<file path="config.mk">
export PLATFORM = sky130hd
export DESIGN_NAME = led_blink_indicator_unit_flat
export DESIGN_NICKNAME = d
export VERILOG_FILES = /design/src/rtl/lbi_pkg.sv /design/src/rtl/lbi_if.sv /design/src/rtl/led_blink_indicator_unit.sv /design/src/flat_wrapper.sv
export VERILOG_INCLUDE_DIRS = /design/src /design/src/rtl
export SDC_FILE = /design/constraint.sdc
export NUM_CORES = 1
export LEC_CHECK = 0
export ABC_AREA = 1
export BUFFER_PORTS_ARGS = -buffer_cell sky130_fd_sc_hd__buf_2
export CAP_MARGIN = 20
export CORE_MARGIN = 4
export CORE_UTILIZATION = 60
export CTS_CLUSTER_DIAMETER = 80
export DETAILED_ROUTE_END_ITERATION = 12
export PLACE_DENSITY = 0.77
export SLEW_MARGIN = 20
export SYNTH_ARGS = -nofsm -noshare
export SYNTH_HDL_FRONTEND = slang
export SYNTH_SLANG_ARGS = --single-unit
</file>
<file path="constraint.sdc">
create_clock -name clk_i -period 5.05 [get_ports clk_i]
set_input_delay 0.7575 -clock clk_i [delete_from_list [all_inputs] [get_ports clk_i]]
set_output_delay 0.7575 -clock clk_i [all_outputs]
set_load 0.01 [all_outputs]
</file>
<file path="src/rtl/led_blink_indicator_unit_defines.svh">
// Assertion helpers for the LED blink indicator. They expect clk_i and rst_ni in scope.
`ifndef LED_BLINK_INDICATOR_UNIT_DEFINES_SVH
`define LED_BLINK_INDICATOR_UNIT_DEFINES_SVH

`define LBI_ASSERT_IMP(lbl, ante, cons, msg) \
  lbl: assert property (@(posedge clk_i) disable iff (!rst_ni) (ante) |-> (cons)) \
    else $error(msg);

`define LBI_ASSERT_NXT(lbl, ante, cons, msg) \
  lbl: assert property (@(posedge clk_i) disable iff (!rst_ni) (ante) |=> (cons)) \
    else $error(msg);

`endif

</file>
<file path="src/rtl/lbi_pkg.sv">
package lbi_pkg;

  localparam int unsigned TimeW = 32;
  localparam int unsigned CfgW  = 16;
  localparam int unsigned PerW  = CfgW + 1;
  localparam int unsigned CntW  = $clog2(TimeW);
  localparam int unsigned IdxW  = 3;

  localparam logic [CfgW-1:0] SlowOnRst   = 16'd700;
  localparam logic [CfgW-1:0] SlowOffRst  = 16'd300;
  localparam logic [CfgW-1:0] FastOnRst   = 16'd150;
  localparam logic [CfgW-1:0] FastOffRst  = 16'd150;
  localparam logic [CfgW-1:0] BurstDurRst = 16'd1800;
  localparam logic [CfgW-1:0] FlashDurRst = 16'd100;

  typedef enum logic [IdxW-1:0] {
    CFG_SLOW_ON   = 3'd0,
    CFG_SLOW_OFF  = 3'd1,
    CFG_FAST_ON   = 3'd2,
    CFG_FAST_OFF  = 3'd3,
    CFG_BURST_DUR = 3'd4,
    CFG_FLASH_DUR = 3'd5
  } cfg_idx_e;

  typedef enum logic [1:0] {
    OP_TICK  = 2'd0,
    OP_SET   = 2'd1,
    OP_BURST = 2'd2,
    OP_FLASH = 2'd3
  } op_e;

  typedef enum logic [1:0] {
    MODE_OFF  = 2'd0,
    MODE_ON   = 2'd1,
    MODE_SLOW = 2'd2,
    MODE_FAST = 2'd3
  } mode_e;

  typedef enum logic [1:0] {
    ST_IDLE = 2'd0,
    ST_EVAL = 2'd1,
    ST_DIV  = 2'd2,
    ST_RESP = 2'd3
  } state_e;

endpackage

</file>
<file path="src/rtl/lbi_if.sv">
interface lbi_req_if;
  logic       valid;
  logic       ready;
  logic [1:0] operation;
  logic [1:0] new_mode;

  modport source (output valid, operation, new_mode, input ready);
  modport sink   (input valid, operation, new_mode, output ready);
endinterface

interface lbi_rsp_if;
  logic valid;
  logic ready;
  logic led_on;

  modport source (output valid, led_on, input ready);
  modport sink   (input valid, led_on, output ready);
endinterface

</file>
<file path="src/rtl/led_blink_indicator_unit.sv">
// LED indicator with off, on, slow blink and fast blink modes, plus a notification burst and a
// single inverted flash laid over them. Each request is a 1 ms tick, a mode change or an overlay
// trigger, and each returns the LED level after it; blink mode changes and triggers keep the level
// until the next tick. Mode changes and triggers go from acceptance straight to the response state.
// A tick passes through the evaluation state; one that needs a blink phase then runs a bit-serial
// remainder unit that retires one bit of the 32-bit elapsed time per cycle. The response is
// presented in the same cycle as the block is ready again. The block takes no new request while
// one is in work; a finished response may still wait at the output, and a stalled output holds
// the next response and the block with it.
`include "led_blink_indicator_unit_defines.svh"

module led_blink_indicator_unit (
  input  logic                      clk_i,
  input  logic                      rst_ni,
  input  logic                      cfg_we_i,
  input  logic [lbi_pkg::IdxW-1:0]  cfg_idx_i,
  input  logic [lbi_pkg::CfgW-1:0]  cfg_wdata_i,
  lbi_req_if.sink                   req_i,
  lbi_rsp_if.source                 rsp_o
);
  import lbi_pkg::*;

  state_e state_q, state_d;

  logic [CfgW-1:0] slow_on_q, slow_off_q, fast_on_q, fast_off_q, burst_dur_q, flash_dur_q;

  logic [TimeW-1:0] now_q, slow_start_q, fast_start_q, burst_start_q, flash_start_q;
  logic             slow_started_q, fast_started_q, burst_active_q, flash_active_q;
  mode_e            mode_q;
  logic             level_q;
  logic             out_valid_q, out_led_q;

  logic [TimeW-1:0] dvd_q;
  logic [PerW-1:0]  rem_q, div_q;
  logic [CfgW-1:0]  on_q;
  logic [CntW-1:0]  cnt_q;

  logic             req_fire, resp_load;
  op_e              req_op;
  mode_e            req_mode;

  logic [TimeW-1:0] start_sel, elapsed;
  logic [CfgW-1:0]  dur_sel, on_sel, off_sel;
  logic [PerW-1:0]  period;
  logic             expired, base_lvl;
  logic             eval_div, eval_lvl, eval_clr_burst, eval_clr_flash;

  logic [PerW:0]    trial;
  logic [PerW-1:0]  rem_next;
  logic             div_last;

  assign req_op   = op_e'(req_i.operation);
  assign req_mode = mode_e'(req_i.new_mode);
  assign req_fire = req_i.valid && req_i.ready;

  always_comb begin
    state_d = state_q;
    unique case (state_q)
      ST_IDLE: begin
        if (req_fire) begin
          state_d = (req_op == OP_TICK) ? ST_EVAL : ST_RESP;
        end
      end
      ST_EVAL: begin
        state_d = eval_div ? ST_DIV : ST_RESP;
      end
      ST_DIV: begin
        if (div_last) begin
          state_d = ST_RESP;
        end
      end
      ST_RESP: begin
        if (resp_load) begin
          state_d = ST_IDLE;
        end
      end
    endcase
  end

  always_comb begin
    req_i.ready  = (state_q == ST_IDLE);
    rsp_o.valid  = out_valid_q;
    rsp_o.led_on = out_led_q;
    resp_load    = (state_q == ST_RESP) && (!out_valid_q || rsp_o.ready);
    div_last     = (state_q == ST_DIV) && (cnt_q == {CntW{1'b1}});
  end

  // Overlay and blink evaluation after a tick.
  always_comb begin
    base_lvl = (mode_q == MODE_ON);
    if (burst_active_q) begin
      start_sel = burst_start_q;
    end else if (flash_active_q) begin
      start_sel = flash_start_q;
    end else if (mode_q == MODE_SLOW) begin
      start_sel = slow_start_q;
    end else begin
      start_sel = fast_start_q;
    end
    dur_sel = burst_active_q ? burst_dur_q : flash_dur_q;
    elapsed = now_q - start_sel;
    expired = elapsed > {{(TimeW-CfgW){1'b0}}, dur_sel};
    on_sel  = (!burst_active_q && !flash_active_q && mode_q == MODE_SLOW) ? slow_on_q : fast_on_q;
    off_sel = (!burst_active_q && !flash_active_q && mode_q == MODE_SLOW) ? slow_off_q : fast_off_q;
    period  = {1'b0, on_sel} + {1'b0, off_sel};

    eval_div       = 1'b0;
    eval_lvl       = base_lvl;
    eval_clr_burst = 1'b0;
    eval_clr_flash = 1'b0;
    if (burst_active_q) begin
      if (expired) begin
        eval_clr_burst = 1'b1;
      end else begin
        eval_div = (period != '0);
        eval_lvl = 1'b0;
      end
    end else if (flash_active_q) begin
      if (expired) begin
        eval_clr_flash = 1'b1;
      end else begin
        eval_lvl = !base_lvl;
      end
    end else if (mode_q == MODE_SLOW || mode_q == MODE_FAST) begin
      eval_div = (period != '0);
      eval_lvl = 1'b0;
    end
  end

  always_comb begin
    trial = {rem_q, dvd_q[TimeW-1]};
    if (trial >= {1'b0, div_q}) begin
      rem_next = PerW'(trial - {1'b0, div_q});
    end else begin
      rem_next = trial[PerW-1:0];
    end
  end

  always_ff @(posedge clk_i or negedge rst_ni) begin
    if (!rst_ni) begin
      state_q        <= ST_IDLE;
      slow_on_q      <= SlowOnRst;
      slow_off_q     <= SlowOffRst;
      fast_on_q      <= FastOnRst;
      fast_off_q     <= FastOffRst;
      burst_dur_q    <= BurstDurRst;
      flash_dur_q    <= FlashDurRst;
      now_q          <= '0;
      mode_q         <= MODE_OFF;
      slow_start_q   <= '0;
      fast_start_q   <= '0;
      burst_start_q  <= '0;
      flash_start_q  <= '0;
      slow_started_q <= 1'b0;
      fast_started_q <= 1'b0;
      burst_active_q <= 1'b0;
      flash_active_q <= 1'b0;
      level_q        <= 1'b0;
      out_valid_q    <= 1'b0;
      out_led_q      <= 1'b0;
    end else begin
      state_q <= state_d;

      if (cfg_we_i) begin
        case (cfg_idx_i)
          CFG_SLOW_ON:   slow_on_q   <= cfg_wdata_i;
          CFG_SLOW_OFF:  slow_off_q  <= cfg_wdata_i;
          CFG_FAST_ON:   fast_on_q   <= cfg_wdata_i;
          CFG_FAST_OFF:  fast_off_q  <= cfg_wdata_i;
          CFG_BURST_DUR: burst_dur_q <= cfg_wdata_i;
          CFG_FLASH_DUR: flash_dur_q <= cfg_wdata_i;
          default: ;
        endcase
      end

      if (req_fire) begin
        unique case (req_op)
          OP_TICK: now_q <= now_q + 1'b1;
          OP_SET: begin
            mode_q <= req_mode;
            unique case (req_mode)
              MODE_ON:  level_q <= 1'b1;
              MODE_OFF: level_q <= 1'b0;
              MODE_SLOW: begin
                if (!slow_started_q) begin
                  slow_start_q   <= now_q;
                  slow_started_q <= 1'b1;
                end
              end
              MODE_FAST: begin
                if (!fast_started_q) begin
                  fast_start_q   <= now_q;
                  fast_started_q <= 1'b1;
                end
              end
            endcase
          end
          OP_BURST: begin
            burst_start_q  <= now_q;
            burst_active_q <= 1'b1;
          end
          OP_FLASH: begin
            flash_start_q  <= now_q;
            flash_active_q <= 1'b1;
          end
        endcase
      end

      if (state_q == ST_EVAL) begin
        level_q <= eval_lvl;
        if (eval_clr_burst) begin
          burst_active_q <= 1'b0;
        end
        if (eval_clr_flash) begin
          flash_active_q <= 1'b0;
        end
      end

      if (div_last) begin
        level_q <= (rem_next < {1'b0, on_q});
      end

      if (resp_load) begin
        out_valid_q <= 1'b1;
        out_led_q   <= level_q;
      end else if (rsp_o.ready) begin
        out_valid_q <= 1'b0;
      end
    end
  end

  // Serial remainder unit: one quotient bit per cycle.
  always_ff @(posedge clk_i) begin
    if (state_q == ST_EVAL) begin
      dvd_q <= elapsed;
      rem_q <= '0;
      div_q <= period;
      on_q  <= on_sel;
      cnt_q <= '0;
    end else if (state_q == ST_DIV) begin
      dvd_q <= {dvd_q[TimeW-2:0], 1'b0};
      rem_q <= rem_next;
      cnt_q <= cnt_q + 1'b1;
    end
  end

  `LBI_ASSERT_NXT(a_busy_after_accept, req_fire, !req_i.ready, "block took a second request")
  `LBI_ASSERT_IMP(a_rem_below_div, state_q == ST_DIV, rem_q < div_q, "remainder not below period")
  `LBI_ASSERT_IMP(a_burst_end_on_eval, $fell(burst_active_q), $past(state_q) == ST_EVAL,
                  "burst ended outside a tick evaluation")
  `LBI_ASSERT_IMP(a_started_sticky, 1'b1, !$fell(slow_started_q) && !$fell(fast_started_q),
                  "blink start stamp was cleared")
  `LBI_ASSERT_NXT(a_resp_follows, resp_load, rsp_o.valid && state_q == ST_IDLE,
                  "response not presented after load")

endmodule
</file>
<file path="src/flat_wrapper.sv">
// flat-port wrapper written by rule: the top's interface ports become plain ports
module led_blink_indicator_unit_flat import lbi_pkg::*;
  (clk_i, rst_ni, cfg_we_i, cfg_idx_i, cfg_wdata_i, req_i_valid, req_i_operation, req_i_new_mode, req_i_ready, rsp_o_valid, rsp_o_led_on, rsp_o_ready);
  lbi_req_if req_i_i ();
  lbi_rsp_if rsp_o_i ();
  input  logic clk_i;
  input  logic rst_ni;
  input  logic cfg_we_i;
  input  logic [lbi_pkg::IdxW-1:0] cfg_idx_i;
  input  logic [lbi_pkg::CfgW-1:0] cfg_wdata_i;
  input wire logic [$bits(req_i_i.valid)-1:0] req_i_valid;
  input wire logic [$bits(req_i_i.operation)-1:0] req_i_operation;
  input wire logic [$bits(req_i_i.new_mode)-1:0] req_i_new_mode;
  output wire logic [$bits(req_i_i.ready)-1:0] req_i_ready;
  output wire logic [$bits(rsp_o_i.valid)-1:0] rsp_o_valid;
  output wire logic [$bits(rsp_o_i.led_on)-1:0] rsp_o_led_on;
  input wire logic [$bits(rsp_o_i.ready)-1:0] rsp_o_ready;
  assign req_i_i.valid = req_i_valid;
  assign req_i_i.operation = req_i_operation;
  assign req_i_i.new_mode = req_i_new_mode;
  assign req_i_ready = req_i_i.ready;
  assign rsp_o_valid = rsp_o_i.valid;
  assign rsp_o_led_on = rsp_o_i.led_on;
  assign rsp_o_i.ready = rsp_o_ready;
  led_blink_indicator_unit u_core (.clk_i(clk_i), .rst_ni(rst_ni), .cfg_we_i(cfg_we_i), .cfg_idx_i(cfg_idx_i), .cfg_wdata_i(cfg_wdata_i), .req_i(req_i_i), .rsp_o(rsp_o_i));
endmodule
</file>
==> results.ini <==
[yosys]
synth_warnings=0
synthFlopType=dfrtp_1
yosysUniqueCellTypes=53
synthArstFlopShare_pct=75.42
syn_area_um2=19890
syn_inst=2471
synth_seq_cells=354
syn_avg_cell_area_um2=8.049
syn_nets=2605
yosysSeqAreaShare_pct=45.78
synth_edf_count=65

[setup_path]
cp-startpoint=u_core.mode_q[0]
required_ns=5.51
slowest_delay_ns=0.40
worst_path_max_delay_cell=ha_1
regToRegStartpoint=u_core.mode_q[0]
cpMostUsedCell=nand2_1
rr_worst_depth=31
worstPathArrival_ns=5.08
rr_endpoint=u_core.level_q
cp_max_fo=16
critPathCaptureType=flip-flop
r2r_setup_slack_ns=0.43
startpoint_type=flip-flop
endpoint=u_core.level_q
path_class=reg -> reg

[detailed_routing]
wire_per_inst_um=16.78
ant_nets=0
viasPerCell=5.584
drtIter0Drc=1363
wl_mm=49.76
dr.pass1.iters=6
vias=16560
drc=0

[power_and_ir_drop]
power.density_nw_per_um2=700.3
ir_drop_v=0.0003850
comb_power_share_pct=54.3
power_switching_mw=6.917
p_leak_nw=10.89
p_int_mw=8.485
p_sw_share_pct=44.91
p_seq_share_pct=27.9
pwr-share-clk_pct=17.8

[clock_tree]
root_buffer=clkbuf_16
cts_tree=yes
htree_levels=2
clk_latency_ns=0.54
cts_buffer_depth=3
cts_buffers=38
clk_pin_slew_worst_paths_ns=0.06
cts_sinks=354

[placed_design]
place_ws_ns=0.1106
io_buffer_count=30
place_area_um2=20490
place_hpwl_mm=34.60
gp_congestion=0.9528

[sta]
final.min_clock_period_ns=4.620
max-slew-margin-rel_pct=30.42
setup_ws_ns=0.4300
min_period_over_period_pct=91.48
tightest_slew_ns=1.044
slew_violations=0
finalHoldViolCount=0
fin_skew_ns=0.01846
setup-violations-final=0
max_freq_ghz=0.2165

[floorplan]
die_height_um=190.1
num_rows=66
die_w_um=190.1
die-area_um2=36120
ios=31
start_util_pct=60.97
core_um2=32620

[cells_and_area]
fin_nets=2628
synthToLayoutAreaGrowth_pct=10.57
fin_area_um2=21990
fill_cells=2654
multiInputGateArea_um2=9356
register_area_um2=9105
diodes=0
layout-drive-gt1-share_pct=10.66

[grt]
grt_max_degree=122
grt_pass1_vias=15730
overflow=0
antenna_found_initial=0
grt_pass1_wl_mm=81.01
track_usage_pct=27.48

[run]
maxCapViolations=0

[min_path]
hold_class=in -> async

[run_status]
outcome=finished, final reports clean

how the worst min path moves through the flow:
stage | slack (ns) | from | to | cells past startpoint
after floorplan | 0.42 | u_core.slow_started_q | u_core.slow_started_q | 2
after global placement | 0.44 | u_core.slow_started_q | u_core.slow_started_q | 2
after detailed placement | 0.45 | u_core.slow_started_q | u_core.slow_started_q | 2
after CTS | 0.29 | rst_ni | u_core.slow_start_q[5] | 1
after global routing | 0.32 | rst_ni | u_core.fast_start_q[5] | 1
final | 0.27 | rst_ni | u_core.now_q[4] | 1
metal layers:
metal	share of wire (%)	up-vias	global-route usage, %
met4	2.2	0	6.400
li1	-	8084	-
met1	46	7839	40.87
met3	7.2	87	4.165
met2	45	547	42.97
met5	0	-	0
state kept, by name, indices dropped and copies added, names as in the netlist, 2 cells and up:
signal and flops:
u_core.burst_start_q 32, u_core.dvd_q 32, u_core.fast_start_q 32, u_core.flash_start_q 32, u_core.now_q 32, u_core.slow_start_q 32
u_core.div_q 17, u_core.rem_q 17, u_core.burst_dur_q 16, u_core.fast_off_q 16, u_core.fast_on_q 16, u_core.flash_dur_q 16
u_core.on_q 16, u_core.slow_off_q 16, u_core.slow_on_q 16, u_core.cnt_q 5, u_core.mode_q 2, u_core.state_q 2
cells in the final DEF, fill, tap and decap left out, drive strengths merged, types with 25 or more instances in the layout:
cell type / count
ha: 103
xor2: 55
inv: 329
nor2: 176
buf: 63
mux2: 32
o21ai: 255
o221ai: 27
nand3: 98
clkbuf: 58
a21oi: 110
dfstp: 25
edfxtp: 65
nor3: 34
dfrtp: 242
nand2: 704
what timing repair did:
action,in CTS,in global routing
setup endpoints to repair,0,1
hold buffers,0,0
resized for setup,0,37
setup buffers,0,10
per-stage QoR:
| step | setup TNS, ns | total power, mW | hold WS (ns) | cells | util (%) |
|---|---|---|---|---|---|
| finish | 0 | 15.40 | 0.2675 | 2965 | 67.42 |
| global placement | 0 | 12.09 | 0.4401 | 2884 | 62.83 |
| detailed placement | 0 | 12.28 | 0.4517 | 2884 | 62.83 |
| CTS | 0 | 15.10 | 0.2900 | 2953 | 66.56 |
| floorplan | 0 | 10.23 | 0.4214 | 2471 | - |
| global route | -0.002947 | 16.76 | 0.3192 | 2965 | 67.42 |
critical path, delay by kind of cell (launching register included):
family / cells / cell delay [ns]
and+or+nand+nor: 14 / 1.29
AOI/OAI and AO/OA: 8 / 1.20
adders and majority gates: 3 / 1.02
buffers and inverters: 5 / 0.46
DFF: 1 / 0.38
xor gates and xnor gates: 1 / 0.20
synth_stat cells, types with 4 or more instances:
| cell type | n | area share [%] |
|---|---|---|
| mux2_2 | 32 | 1.8 |
| nor4_1 | 7 | 0.22 |
| inv_1 | 323 | 6.1 |
| dfrtp_1 | 242 | 30 |
| inv_2 | 4 | 0.075 |
| ha_1 | 103 | 6.5 |
| o221ai_1 | 27 | 1.2 |
| o21ai_1 | 5 | 0.13 |
| mux2i_1 | 16 | 0.81 |
| nor2_2 | 17 | 0.53 |
| clkbuf_1 | 71 | 1.3 |
| nand2_2 | 16 | 0.50 |
| buf_1 | 5 | 0.094 |
| a21oi_1 | 109 | 2.7 |
| a31oi_1 | 22 | 0.69 |
| dfstp_2 | 25 | 3.3 |
| o21ai_0 | 249 | 6.3 |
| nor3_1 | 26 | 0.65 |
| nor3_2 | 6 | 0.30 |
| nand3b_1 | 4 | 0.15 |
| xor2_1 | 55 | 2.4 |
| dfxtp_1 | 22 | 2.2 |
| nand3_2 | 5 | 0.25 |
| nand4_1 | 17 | 0.53 |
| and2_1 | 6 | 0.19 |
| nand2_1 | 688 | 13 |
| edfxtp_1 | 65 | 9.8 |
| nand3_1 | 93 | 2.3 |
| nor2_1 | 158 | 3.0 |
| xnor2_1 | 7 | 0.31 |
| buf_2 | 4 | 0.10 |
power by group through the flow:
stage | Combinational (mW) | Clock, mW | Sequential [mW]
after floorplan | 6.02 | 0 | 4.21
after global placement | 7.79 | 0 | 4.30
after detailed placement | 7.95 | 0 | 4.33
after CTS | 8.04 | 2.78 | 4.29
after global routing | 9.48 | 2.90 | 4.38
final | 8.36 | 2.74 | 4.30
final cells by class:
type / instances / area share (%)
Timing Repair Buffer: 65 / 2.401
Clock buffer: 56 / 5.001
Inverter: 327 / 5.598
Sequential cell: 354 / 41.40
Clock inverter: 13 / 0.5405
Multi-Input combinational cell: 1708 / 42.54
Tap cell: 442 / 2.515
cells by family after synthesis:
logic type	share of synthesized area, %
flops	45.78
compound gates	12.07
buf+inv	7.801
fa+ha+maj	6.782
xor+xnor	2.730
simple gates	22.23
mux	2.617
(Power assumes the default switching activity.)
